<file path="src/rtl/ptc_ram.sv">
// generic simple dual port ram with registered read
module ptc_ram #(
	parameter int WIDTH = 8,
	parameter int DEPTH = 256
) (
	input  logic                     clk,
	input  logic                     we,
	input  logic [$clog2(DEPTH)-1:0] waddr,
	input  logic [WIDTH-1:0]         wdata,
	input  logic [$clog2(DEPTH)-1:0] raddr,
	output logic [WIDTH-1:0]         rdata
);

	logic [WIDTH-1:0] mem [DEPTH];

	always_ff @(posedge clk) begin
		if (we) begin
			mem[waddr] <= wdata;
		end
		rdata <= mem[raddr];
	end

endmodule

</file>
<file path="config.mk">
export PLATFORM = sky130hd
export DESIGN_NAME = ptc_ram
export DESIGN_NICKNAME = d
export VERILOG_FILES = /design/src/rtl/ptc_ram.sv
export SDC_FILE = /design/constraint.sdc
export NUM_CORES = 2
export LEC_CHECK = 0
export ABC_CLOCK_PERIOD_IN_PS = 2600
export BUFFER_PORTS_ARGS = -buffer_cell sky130_fd_sc_hd__buf_2
export CAP_MARGIN = 20
export CORE_ASPECT_RATIO = 1.2
export CORE_MARGIN = 5
export CORE_UTILIZATION = 45
export DETAILED_ROUTE_END_ITERATION = 12
export HOLD_SLACK_MARGIN = 0.1
export PLACE_DENSITY = 0.56
export SYNTH_ARGS = -nofsm -noshare
export SYNTH_HDL_FRONTEND = slang
export SYNTH_SLANG_ARGS = --single-unit
</file>
<file path="constraint.sdc">
create_clock -name clk -period 2.6 [get_ports clk]
set_input_delay 0.13 -clock clk [delete_from_list [all_inputs] [get_ports clk]]
set_output_delay 0.13 -clock clk [all_outputs]
set_load 0.01 [all_outputs]
</file>
==> impl_metrics.toml <==
[route]
drc_errors = 0
num_vias = 40700
viasPerCell = 5.91
drt_iter0_drc = 4424
post_drt_wl_per_cell_um = 30.9
ant_nets = 0
drt-total-wl_mm = 212
dr.pass1.iters = 6

[floorplan]
coreArea_sq_um = 176000
die_w_um = 394
dieArea_sq_um = 185000
start_util = 0.451
die_y_um = 471
fp-row-count = 169
io_pins = 34

[global_routing]
overflow = 0
grt_antenna_before_repair = 16
grt_max_degree = 121
grt_pass1_vias = 41200
grt_pass1_wl_mm = 304
grt_usage = 0.229

[finish]
fin_area_sq_um = 93500
fillers = 13900
final_cell_mix = "edfxtp_1 (2048), buf_4 (587), mux4_2 (454)"
mostFrequentLayoutCell = "edfxtp_1"
multiInputGateArea_sq_um = 16600
nNetsFinal = 4429
drive_gt1_frac = 0.316
seqCellArea_sq_um = 61700
area_delta_synth_final_pct = 17.5

[timing]
min_period_over_period = 0.982
worst_pin_slew_ns = 1.22
slew_headroom = 0.165
timing.hold.ws_ns = 0.286
finalClockSkew_ns = 0.0411
final-setup-viol-count = 0
hold_viol = 0
rsz0062_at_grt = "no"
min_period_ns = 2.55
fmax_mhz = 392
slew_violations = 0

[place]
gp_congestion = 0.849
place_area_sq_um = 87100
dp_hpwl_mm = 140
io_buffers = 33

[worst_setup_path]
worstSetupEndpointType = "flop"
crit_arrival_ns = 3.26
cp.required_ns = 3.30
critPathMaxFanout = 1
crit_type = "reg2reg"
start_kind = "flop"

[clocking]
cts_num_sinks = 2056
numCtsBuffers = 197
htreeDepth = 4
cts_buffer_depth = 3
cts_root_buf = "clkbuf_16"
insertion_delay_ns = 0.85
post-cts-setup-buffer-count = 0
tritoncts = "done"
clk_pin_slew_ns = 0.06

[outcome]
status = "completed"

[logic_synthesis]
synth_adder_area_share = 0
synth_compound_gate_area_share = 0.0342
synth_fp_nets = 3759
synth_top_flop_cell = "edfxtp_1"
synth_xor_area_frac = 0
synth-async-reset-ratio = 0
syn_inst = 3733
synth_edf_count = 2048
synth.avg_cell_area_sq_um = 21.3
synth_seq_cells = 2056
yosysWarningCount = 0
yosys.area_share.simple = 0.0263
synth_top_family_by_area = "multiplexers"
ys_seq_area_frac = 0.775
synth.area.mux_share = 0.146
synth_cell_types = 55
syn_area_sq_um = 79600

[power_and_ir_drop]
leakage_nw = 30.1
power_mw = 67.9
p_int_mw = 53.2
pwr-share-clk = 0.403
p_sw_frac = 0.216
p_seq_frac = 0.539
p_switching_mw = 14.7
comb_power_share = 0.058
peakVddDrop_uv = 807
p_per_area_nw_per_um2 = 726

[min_path]
hp-class = "in2reg"

[run]
drv_cap = 0
final timing paths:
path	start	to	slack [ns]	depth (start not counted)
max	mem[73][7]	rdata[7]	0.05	9
min	raddr[4]	rdata[7]	0.29	6
max reg2reg	mem[73][7]	rdata[7]	0.05	9
min reg2reg	mem[182][0]	rdata[0]	1.09	5
logic make-up after synthesis:
family | after synthesis
and+or+nand+nor | 466
muxes | 591
AOI/OAI and AO/OA | 385
buffers and inverters | 235
DFF | 2056
routing by layer:
layer,GRT usage,part of all wire
met1,0.321,0.41
met2,0.378,0.50
met3,0.0407,0.073
met4,0.0565,0.023
met5,0,0.00013
sequential cells by signal, summed over array words and instances (netlist names):
register  count
mem        2048
rdata         8
timing repair:
action,CTS,global route
endpoints found under the setup margin,3,2
endpoints found under the hold margin,1894,0
hold buffers,18,0
gates resized for setup,4,4
worst max-delay path: stages (launching register included):
cell	delay [ns]
edfxtp_1	0.36
mux4_2	0.44
nor2b_1	0.14
a211oi_1	0.23
buf_4	0.16
nor3_1	0.05
buf_4	0.17
nor4_1	0.56
buf_4	0.26
nor4_1	0.06
power groups by stage:
stage	clock (mW)	combinational [mW]	sequential, mW
3_3_place_gp	0	3.87	37.3
3_5_place_dp	0	3.90	37.3
6_report	27.4	3.91	36.6
2_1_floorplan	0	1.77	37.3
5_1_grt	29.3	4.12	36.6
4_1_cts	27.9	3.95	36.6
per-stage QoR:
step                 util  setup TNS, ns  setup slack (ns)  std cells
detailed placement  0.494          -4.27            -0.769       6494
global route        0.530              0            0.0143       6878
global placement    0.494          -4.25            -0.807       6494
CTS                 0.530              0           0.00528       6876
floorplan               -              0             0.532       3733
finish              0.530              0            0.0462       6883
synthesized netlist by cell type (24+ instances only):
library cell	number	area share
a22oi_1	133	0.013
buf_2	31	0.0020
nor2b_1	31	0.0024
nor4_1	24	0.0019
nand2_1	33	0.0016
buf_4	27	0.0025
o22ai_1	28	0.0022
mux4_2	454	0.13
mux2i_1	134	0.017
o221ai_1	46	0.0051
nor2_1	282	0.013
edfxtp_1	2048	0.77
clkbuf_1	111	0.0052
nand3_1	34	0.0021
a21oi_1	96	0.0060
layout make-up:
cell class,instances,share of cell area
flip-flops and latches,2056,0.660
multi-input cells,1442,0.177
repair buffers,704,0.0664
clock buffers,253,0.0561
well taps,2308,0.0309
clock inverters,111,0.00968
diodes,7,0.000187
inverters,2,0.0000803
No activity file was read; power rests on OpenSTA's default activity.
