[config.mk]
export PLATFORM = sky130hd
export DESIGN_NAME = ptc_sweep
export DESIGN_NICKNAME = d
export VERILOG_FILES = /design/src/rtl/ptc_pkg.sv /design/src/rtl/ptc_sweep.sv
export SDC_FILE = /design/constraint.sdc
export NUM_CORES = 1
export LEC_CHECK = 0
export BUFFER_PORTS_ARGS = -buffer_cell sky130_fd_sc_hd__buf_2
export CORE_MARGIN = 1.5
export CORE_UTILIZATION = 50
export DETAILED_ROUTE_END_ITERATION = 8
export GPL_TIMING_DRIVEN = 0
export PLACE_DENSITY = 0.78
export SLEW_MARGIN = 20
export SYNTH_ARGS = -nofsm -noshare
export SYNTH_HDL_FRONTEND = slang
export SYNTH_SLANG_ARGS = --single-unit
export TNS_END_PERCENT = 5
[constraint.sdc]
create_clock -name clk -period 2 [get_ports clk]
set_input_delay 0.2 -clock clk [delete_from_list [all_inputs] [get_ports clk]]
set_output_delay 0.2 -clock clk [all_outputs]
set_load 0.02 [all_outputs]
[src/rtl/ptc_pkg.sv]
// types, constants and helpers shared by the paged text console
package ptc_pkg;

	// console geometry
	localparam int PAGES = 12;
	localparam int ROWS  = 8;
	localparam int COLS  = 21;

	localparam int PG_W   = $clog2(PAGES);
	localparam int ROW_W  = $clog2(ROWS);
	localparam int COL_W  = $clog2(COLS);
	localparam int ADDR_W = PG_W + ROW_W + COL_W;
	localparam int DEPTH  = PAGES << (ROW_W + COL_W);

	// character codes
	localparam logic [7:0] CH_LF    = 8'd10;
	localparam logic [7:0] CH_CR    = 8'd13;
	localparam logic [7:0] CH_SPACE = 8'h20;

	// opcodes
	localparam logic [2:0] OP_WRITE  = 3'd0;
	localparam logic [2:0] OP_CURSOR = 3'd1;
	localparam logic [2:0] OP_CLEAR  = 3'd2;
	localparam logic [2:0] OP_SHOW   = 3'd3;
	localparam logic [2:0] OP_READ   = 3'd4;

	// configuration register indexes
	localparam int CFG_IDX_W = 1;
	localparam logic [CFG_IDX_W-1:0] REG_SCROLL_MASK = 1'd0;
	localparam logic [CFG_IDX_W-1:0] REG_HEADER_MASK = 1'd1;

	typedef struct packed {
		logic [2:0] opcode;
		logic [3:0] page;
		logic [7:0] char_code;
		logic [7:0] col_req;
		logic [7:0] row_req;
	} item_t;

	typedef struct packed {
		logic       shown_write;
		logic [2:0] shown_row;
		logic [4:0] shown_col;
		logic [7:0] data_char;
		logic       refresh_display;
		logic       clear_display;
		logic [2:0] cursor_row;
		logic [4:0] cursor_col;
		logic       cursor_mark;
	} result_t;

	// request to the sweep engine
	typedef struct packed {
		logic             go;
		logic             copy;
		logic [PG_W-1:0]  page;
		logic [ROW_W-1:0] row;
	} sweep_cmd_t;

	// memory traffic and status from the sweep engine
	typedef struct packed {
		logic              active;
		logic              busy;
		logic [ADDR_W-1:0] rd_addr;
		logic              wr_en;
		logic [ADDR_W-1:0] wr_addr;
		logic              wr_fill;
	} sweep_bus_t;

	function automatic logic [ADDR_W-1:0] cell_addr(input logic [PG_W-1:0] pg,
		input logic [ROW_W-1:0] r, input logic [COL_W-1:0] c);
		return {pg, r, c};
	endfunction

endpackage

[src/rtl/ptc_sweep.sv]
// row copy and fill sequencer for the cell memory
module ptc_sweep (
	input  logic                clk,
	input  logic                arst_n,
	input  ptc_pkg::sweep_cmd_t cmd,
	output ptc_pkg::sweep_bus_t bus
);

	import ptc_pkg::*;

	logic             act_q;
	logic             all_q;
	logic             copy_q;
	logic [PG_W-1:0]  page_q;
	logic [ROW_W-1:0] row_q;
	logic [COL_W-1:0] col_q;

	logic              wr_v_s1;
	logic [ADDR_W-1:0] wr_addr_s1;
	logic              fill_s1;

	logic col_last;
	logic row_last;
	logic page_last;

	assign col_last  = (col_q == COL_W'(COLS - 1));
	assign row_last  = (row_q == ROW_W'(ROWS - 1));
	assign page_last = (page_q == PG_W'(PAGES - 1));

	// after reset the engine fills every page with spaces
	always_ff @(posedge clk or negedge arst_n) begin
		if (!arst_n) begin
			act_q  <= 1'b1;
			all_q  <= 1'b1;
			copy_q <= 1'b0;
			page_q <= '0;
			row_q  <= '0;
			col_q  <= '0;
		end else if (!act_q) begin
			if (cmd.go) begin
				act_q  <= 1'b1;
				all_q  <= 1'b0;
				copy_q <= cmd.copy;
				page_q <= cmd.page;
				row_q  <= cmd.row;
				col_q  <= '0;
			end
		end else if (!col_last) begin
			col_q <= col_q + 1'b1;
		end else begin
			col_q <= '0;
			if (!row_last) begin
				row_q <= row_q + 1'b1;
			end else if (copy_q) begin
				copy_q <= 1'b0;
			end else if (all_q && !page_last) begin
				page_q <= page_q + 1'b1;
				row_q  <= '0;
			end else begin
				act_q <= 1'b0;
				all_q <= 1'b0;
			end
		end
	end

	always_ff @(posedge clk or negedge arst_n) begin
		if (!arst_n) begin
			wr_v_s1 <= 1'b0;
		end else begin
			wr_v_s1 <= act_q;
		end
	end

	always_ff @(posedge clk) begin
		fill_s1 <= !copy_q;
		if (copy_q) begin
			wr_addr_s1 <= cell_addr(page_q, row_q - 1'b1, col_q);
		end else begin
			wr_addr_s1 <= cell_addr(page_q, row_q, col_q);
		end
	end

	assign bus.active  = act_q;
	assign bus.busy    = act_q || wr_v_s1;
	assign bus.rd_addr = cell_addr(page_q, row_q, col_q);
	assign bus.wr_en   = wr_v_s1;
	assign bus.wr_addr = wr_addr_s1;
	assign bus.wr_fill = fill_s1;

	a_cmd_only_idle: assert property (@(posedge clk) disable iff (!arst_n)
		cmd.go |-> !act_q)
		else $error("sweep started while running");

	a_copy_row_nonzero: assert property (@(posedge clk) disable iff (!arst_n)
		(act_q && copy_q) |-> (row_q != '0))
		else $error("row copy from row zero");

	a_fill_ends_busy: assert property (@(posedge clk) disable iff (!arst_n)
		$fell(act_q) |-> wr_v_s1)
		else $error("last sweep write lost");

endmodule

==> metrics.txt, run 1 <==
Final ANT Viol Nets=0; Layout Skew=0.0143 ns; die height=54.2 um; Core Area=0.00248 mm2; layout cells sized above 1=0.391; routability cong.=slightly above 0.8; met2 wire length=1300 um; synth unique cells=42; max cap viols=0; Final Cycle Share=0.922; largest net degree at the start of global routing=17; hold buffers post-CTS=1; via count=roughly 1.0k; Warnings, synthesis=0; cell taking the most area after synthesis=dfrtp_1; post-cts sizing count=0; Synth Register Bits=29; Rel. slew slack=0.755; Area Overhead vs Synth=22.6%; GRT Util Overall=0.199; Hold Path Depth=3; final wirelength=2490 um; top layer in use=met3; WL/cell=13.0 um; ys async rst share=0.552; initial core utilization=0.529; first-pass GRT wire length=4010 um; synthesized area=approximately 0.0013 mm2; Setup crit end kind=output port; reg2reg path depth=6; WHS Endpoint=copy_q; syn avg cell area=11.5 um2; Setup Buffers After CTS=0; reg2reg start=row_q[0]; antenna cells=0; Via density=5.32; clock-pin slew on the worst setup and hold paths=around 0.080 ns; num rows=18; CTS Buf Count=5; sequential area share after synthesis=0.506; ranking of synthesized cells by area=dfrtp_1 27%, dfxtp_1 20%, ha_1 6.7%, dfstp_2 4.0%, mux2i_1 3.8%; final setup fails=0; Worst setup SP type=flip-flop; Max Slew Vio Count=0; htree depth=2; final instance area=0.00161 mm2; status=completed; clk buf depth=2; setup_tns=0 ns; die span in x=54.2 um; initial antenna violation count=0; EDFF count, synth=0; routed wl met3=between 100 and 150 um; critical path's slowest cell=dfstp_2; r2r setup slk=0.17 ns; Residual DRC=0; Top Ports=39; CP cell instances=clkbuf_4 -> buf_2 -> or2_2 -> buf_2; PD cells=1530 mW/mm2; CP dominant cell by count=buf_2; Crit path largest cell delay=0.56 ns; Die ar.=0.00294 mm2; hold path startpoint=cmd[7]; met1 WL=~1000 um; Leakage Power=roughly 0.00081 uW; share of the synthesized area in the top cell type=0.267; Primary FF master, synth=dfrtp_1; TritonCTS clock tree=done; top cells by count, synth=14 x dfrtp_1, 13 x dfxtp_1, 9 x inv_1; DR iter-0 viols=12; aggregate global routing overflow=0; CTS Root Cell=clkbuf_4; Worst EP required=1.80 ns; dpl cell area=0.00154 mm2; IO Port Bufs=38; WP data arrival=about 1.6 ns; syn_nets=~130; Hold Path Class=primary input to flip-flop; Slew @ Worst Pin=0.367 ns; Min Hold Slack=a little over 0.09 ns; critical path fanouts, max=10; fin crit period=1.84 ns; latest clock arrival within the worst-skew pair=0.33 ns; Sink Count=29; most frequent cell after synthesis=dfrtp_1; vias in the first global route=about 880; Final #Nets=between 150 and 200; fmax=542 MHz; critical path type=flip-flop to output port; synthesized instance count=114; Post-DP HPWL=1840 um; first-pass iteration count of the detailed router=5; RSZ-0062 raised after global routing=no; maximum VDD drop=between 1 and 1.5 mV; RR Endpoint=page_q[1]; Fin. Hold Viols=0
## report_power, final
group / leakage (uW) / internal, uW / switching [uW]
registers: 0.000295 / 823 / 182
clock network: 0.0000326 / 173 / 189
logic: 0.000485 / 442 / 644
## placed cells by master, fill, tap and decap left out, types with 3 or more instances in the layout
| master | Yosys | final |
|---|---|---|
| nor2_1 | 6 | 6 |
| a211oi_1 | 3 | 3 |
| clkbuf_4 | 1 | 6 |
| buf_4 | 3 | 3 |
| o31ai_1 | 3 | 3 |
| dfrtp_1 | 14 | 14 |
| a21oi_1 | 4 | 4 |
| ha_1 | 7 | 7 |
| nand3_1 | 3 | 3 |
| dfxtp_1 | 13 | 13 |
| nand2b_1 | 4 | 4 |
| buf_2 | 2 | 40 |
| inv_1 | 9 | 9 |
| nand2_1 | 7 | 7 |
| mux2i_1 | 5 | 5 |
## per-stage QoR
step	total power, uW	utilization	std cells	worst slack, ns
final	2450	0.649	191	0.156
after global routing	2660	0.649	191	0.0336
after CTS	2480	0.649	191	0.120
after detailed placement	2110	0.621	182	0.185
after global placement	2070	0.621	182	0.205
after floorplan	1770	-	114	0.164
## critical path: cells and delay by family, from the launching register on
kind          cells  cell delay [ns]
simple gates      1             0.14
flops             1             0.56
buf+inv           3             0.63
## metal layers
metal / GRT usage / vias to the layer above
met5: 0 / -
met4: 0.0917 / 0
met3: 0.0847 / 0
met2: 0.309 / 43
met1: 0.237 / 481
li1: - / 493
## layout make-up
| cell class | instances | area [um2] |
|---|---|---|
| plain buffers | 6 | 40.0 |
| well taps | 30 | 37.5 |
| clock buffers | 8 | 58.8 |
| fillers | 219 | 870 |
| inverters | 10 | 37.5 |
| repair buffers | 39 | 200 |
| multi-input cells | 69 | 571 |
| flip-flops and latches | 29 | 663 |
## how the worst max path moves through the flow
stage,start,end,slack [ns]
after floorplan,row_q[0],page_q[1],0.16
after global placement,row_q[0],page_q[1],0.20
after detailed placement,row_q[0],page_q[1],0.18
after CTS,act_q,bus[26],0.12
after global routing,row_q[0],page_q[1],0.03
final,act_q,bus[26],0.16
## cell families (layout without fill, tap and decap cells)
group	count (synthesis)	count (layout)	share of synthesized area
AO/OA/AOI/OAI	23	23	0.148
XOR/XNOR	2	2	0.0134
adder cells (fa/ha/maj)	7	7	0.0668
buffers and inverters	16	63	0.0592
flip-flops	29	29	0.506
multiplexers	9	9	0.0754
AND/OR/NAND/NOR	28	28	0.132
## state kept, by name (all words and copies together) (netlist names)
| register | flops |
|---|---|
| row_q | 3 |
| fill_s1 | 1 |
| wr_v_s1 | 1 |
| act_q | 1 |
| page_q | 4 |
| copy_q | 1 |
| col_q | 5 |
| wr_addr_s1 | 12 |
| all_q | 1 |
(Power assumes the default switching activity.)
==> run 2: changes to the inputs <==
--- a/config.mk
+++ b/config.mk
@@ -7,10 +7,10 @@
 export LEC_CHECK = 0
 export BUFFER_PORTS_ARGS = -buffer_cell sky130_fd_sc_hd__buf_2
 export CORE_MARGIN = 1.5
-export CORE_UTILIZATION = 50
+export CORE_UTILIZATION = 45
 export DETAILED_ROUTE_END_ITERATION = 8
 export GPL_TIMING_DRIVEN = 0
-export PLACE_DENSITY = 0.78
+export PLACE_DENSITY = 0.77
 export SLEW_MARGIN = 20
 export SYNTH_ARGS = -nofsm -noshare
 export SYNTH_HDL_FRONTEND = slang
==> metrics.txt, run 2 (synthesis gave the netlist of run 1 again) <==
status=completed; dpl cell area=0.00154 mm2; Worst setup SP type=flip-flop; most frequent cells in the layout=40 x buf_2, 14 x dfrtp_1, 13 x dfxtp_1; CP cell instances=clkbuf_4 -> buf_2 -> or2_2 -> buf_2; Hold Path Class=primary input to flip-flop; vias in the first global route=976; maximum VDD drop=~1.3 mV; fin crit period=1.89 ns; fmax=approximately 530 MHz; PD cells=1520 mW/mm2; Setup crit end kind=output port; Layout Skew=0.00393 ns; critical path fanouts, max=10; Die ar.=0.00325 mm2; WP data arrival=around 1.7 ns; Post-DP HPWL=1830 um; num rows=19; DR iter-0 viols=26; final setup fails=0; htree depth=2; Residual DRC=0; RSZ-0062 raised after global routing=no; Core Area=0.00276 mm2; critical path's slowest cell=dfstp_2; final wirelength=2540 um; WL/cell=13.1 um; critical path type=flip-flop to output port; aggregate global routing overflow=0; top flop regs=wr_addr_s1: 12 flops, col_q: 5 flops, page_q: 4 flops; layout cells sized above 1=0.395; Max Slew Vio Count=0; Area Overhead vs Synth=23.3%; GRT Util Overall=0.177; clk buf depth=2; multi-input logic area=571 um2; Largest Register=wr_addr_s1; IO Port Bufs=38; initial core utilization=0.475; reg2reg path depth=6; Slew @ Worst Pin=between 0.3 and 0.4 ns; die span in x=57.0 um; max reg flops=12; via count=972; Final Util=0.586; Via density=between 5 and 6; Rel. slew slack=0.755; Final Cycle Share=0.943; CTS Buf Count=5; die height=57.0 um; Crit path largest cell delay=0.57 ns; first-pass iteration count of the detailed router=4; final instance area=0.00162 mm2; Fin. Hold Viols=0; routability cong.=0.760; TritonCTS clock tree=done; crit path from=act_q; Fillers=about 260; Final #Nets=between 150 and 200; sequential cell area=approximately 660 um2; RR Endpoint=page_q[1]; Leakage Power=0.000818 uW; antenna cells=0; CP dominant cell by count=buf_2; setup_tns=0 ns; r2r setup slk=0.18 ns; CTS Root Cell=clkbuf_4; Final ANT Viol Nets=0; latest clock arrival within the worst-skew pair=about 0.32 ns; max cap viols=0; Min Hold Slack=0.100 ns; initial antenna violation count=0; reg2reg start=col_q[1]; clock-pin slew on the worst setup and hold paths=0.09 ns; largest net degree at the start of global routing=17; most common cell after layout, fill and taps aside=buf_2; first-pass GRT wire length=between 4000 and 5000 um; Top Ports=39; Critical Path End=bus[26]; Worst EP required=about 1.8 ns; Sink Count=29
## run 2: cell count changes in the layout (fill, tap and decap cells not counted)
| cell | change |
|---|---|
| buf_4 | +1 |
## run 2: critical path: cells and delay by family, from the launching register on
family        cells  cell delay, ns
buf+inv           3            0.64
flops             1            0.57
simple gates      1            0.15
## run 2: worst min path at each step
stage          slack (ns)   start        to  cells past startpoint
4_1_cts              0.09  cmd[7]    copy_q                      3
3_5_place_dp         0.14  arst_n  col_q[1]                      1
5_1_grt               0.1  cmd[7]    copy_q                      3
6_report             0.10  cmd[7]    copy_q                      3
3_3_place_gp         0.14  arst_n   wr_v_s1                      1
2_1_floorplan        -0.1  arst_n  col_q[0]                      0
## run 2: layout make-up
type / count / share of cell area
Clock buffer: 8 / 0.0364
Multi-Input combinational cell: 69 / 0.353
Tap cell: 31 / 0.0240
Inverter: 10 / 0.0232
Timing Repair Buffer: 40 / 0.128
Sequential cell: 29 / 0.410
Buffer: 6 / 0.0248
## run 2: timing repair
item | CTS | global route
hold buffers | 1 | 0
hold endpoints to repair | 14 | 0
setup endpoints to repair | 0 | 1
setup buffers | 0 | 1
gates resized for setup | 0 | 0
## run 2: report_power, final
part	switching [uW]	total, uW	internal, uW
sequential	181	1000	823
clock	190	364	173
combinational	646	1090	443
total	1020	2460	1440
## run 2: per-stage QoR
step,setup slack (ns),total power (uW),std cells
2_1_floorplan,0.164,1770,114
3_3_place_gp,0.197,2070,183
3_5_place_dp,0.154,2110,183
4_1_cts,0.0915,2480,192
5_1_grt,0.0168,2650,193
6_report,0.114,2460,193
## run 2: metal layers
layer,vias up,global-route usage,share of wire
met5,-,0,0
met4,0,0.0731,0.018
met3,5,0.0771,0.064
met2,32,0.287,0.47
met1,446,0.204,0.45
li1,489,-,-
==> run 3: changes to the inputs <==
--- a/config.mk
+++ b/config.mk
@@ -8,6 +8,7 @@
 export BUFFER_PORTS_ARGS = -buffer_cell sky130_fd_sc_hd__buf_2
 export CORE_MARGIN = 1.5
 export CORE_UTILIZATION = 45
+export CTS_BUF_LIST = sky130_fd_sc_hd__clkbuf_8
 export DETAILED_ROUTE_END_ITERATION = 8
 export GPL_TIMING_DRIVEN = 0
 export PLACE_DENSITY = 0.77
==> metrics.txt, run 3 (synthesis gave the netlist of run 1 again) <==
Sink Count=29; grt peak-use layer=met2; Sw Pwr=1040 uW; layout cells sized above 1=0.395; Worst EP required=1.80 ns; Layout Skew=0.00428 ns; critical path type=flip-flop to output port; clock power share=0.186; WHS Endpoint=copy_q; fmax=546 MHz; Via density=roughly 5; reg2reg start=col_q[1]; Top Ports=39; via count=a little under 1k; initial antenna violation count=0; maximum VDD drop=1.34 mV; Pint=around 1500 uW; r2r setup slk=0.18 ns; met2 Use GR=0.284; Seq pwr share=0.391; Hold Path Depth=3; Max Slew Vio Count=0; antenna cells=0; Area Overhead vs Synth=25.7%; IO Port Bufs=38; first-pass GRT wire length=4320 um; RSZ-0062 raised after global routing=no; max cap viols=0; Setup crit end kind=output port; reg2reg path depth=6; max reg flops=12; grt met1 use=0.207; largest net degree at the start of global routing=17; top flop regs=wr_addr_s1: 12 flops, col_q: 5 flops, page_q: 4 flops; Min Hold Slack=between 0.1 and 0.15 ns; clock-pin slew on the worst setup and hold paths=0.06 ns; final setup fails=0; aggregate global routing overflow=0; status=completed; Rel. slew slack=0.752; most frequent cells in the layout=40 x buf_2, 14 x dfrtp_1, 13 x dfxtp_1; clk buf depth=2; first-pass iteration count of the detailed router=4; die height=57.0 um; die span in x=57.0 um; Largest Register=wr_addr_s1; Leakage Power=0.000839 uW; routability cong.=0.760; Slew @ Worst Pin=0.373 ns; Worst setup SP type=flip-flop; Fillers=248; TritonCTS clock tree=done; met3 Usage GRT=0.0703; Final #Nets=179; Final Cycle Share=0.916; CTS Buf Count=5; Core Area=0.00276 mm2; DR iter-0 viols=22; Final ANT Viol Nets=0; CTS Root Cell=clkbuf_8; Sw Ratio=0.402; WL/cell=13.2 um; RR Endpoint=page_q[1]; WP data arrival=1.63 ns; num rows=19; Post-DP HPWL=1830 um; critical path fanouts, max=10; PD cells=around 1600 mW/mm2; most common cell after layout, fill and taps aside=buf_2; Hold Path Class=primary input to flip-flop; final wirelength=roughly 2600 um; initial core utilization=0.475; latest clock arrival within the worst-skew pair=around 0.28 ns; htree depth=2; vias in the first global route=976; GRT Util Overall=0.179; fin crit period=1.83 ns; Fin. Hold Viols=0; setup_tns=0 ns; Comb power frac=0.423; hold path startpoint=cmd[7]; Die ar.=around 0.0032 mm2; Residual DRC=0
## run 3: worst max path at each step
stage / from / to / slack (ns) / cells past startpoint
2_1_floorplan: row_q[0] / page_q[1] / 0.16 / 6
3_5_place_dp: row_q[0] / page_q[1] / 0.15 / 6
6_report: act_q / bus[26] / 0.17 / 4
4_1_cts: act_q / bus[26] / 0.14 / 4
3_3_place_gp: row_q[0] / page_q[1] / 0.20 / 6
5_1_grt: col_q[1] / page_q[1] / 0.03 / 6
## run 3: worst max-delay path, cell delays in order, from the launching register on
cell and delay (ns):
dfstp_2 0.56, clkbuf_4 0.22, buf_2 0.27, or2_2 0.15, buf_2 0.15
## run 3: per-layer routing
| metal | vias up | wire length [um] |
|---|---|---|
| met3 | 6 | 155 |
| met5 | - | 0 |
| met2 | 32 | 1180 |
| met4 | 0 | 55 |
| li1 | 487 | - |
| met1 | 452 | 1160 |
## run 3: area by class of cell
type,instances,area (um2),area share
sequential,29,663,0.402
multi-input combinational,69,571,0.346
clock inverter,2,7.51,0.00456
tap,31,38.8,0.0235
timing repair buffer,40,208,0.126
inverter,10,37.5,0.0228
clock buffer,6,82.6,0.0501
buffer,6,40.0,0.0243
## run 3: timing repair
| item | in CTS | in global routing |
|---|---|---|
| setup endpoints to repair | 0 | 1 |
| setup buffers | 0 | 1 |
| endpoints found under the hold margin | 14 | 0 |
| resized for setup | 0 | 0 |
| hold buffers | 1 | 0 |
## run 3: power by group through the flow
stage / clock network [uW] / registers [uW] / logic, uW
final: 477 / 1010 / 1090
after global routing: 516 / 1040 / 1210
after CTS: 502 / 1010 / 1100
after detailed placement: 0 / 1020 / 1090
after global placement: 0 / 1000 / 1060
after floorplan: 0 / 1260 / 512
## run 3: per-stage QoR
| stage | utilization | area [um2] | std cells | total power (uW) | worst slack (ns) |
|---|---|---|---|---|---|
| detailed placement | 0.559 | 1540 | 183 | 2110 | 0.154 |
| finish | 0.598 | 1650 | 193 | 2570 | 0.168 |
| global route | 0.598 | 1650 | 193 | 2760 | 0.0273 |
| CTS | 0.595 | 1640 | 192 | 2610 | 0.145 |
| global placement | 0.559 | 1540 | 183 | 2070 | 0.197 |
| floorplan | - | 1310 | 114 | 1770 | 0.164 |
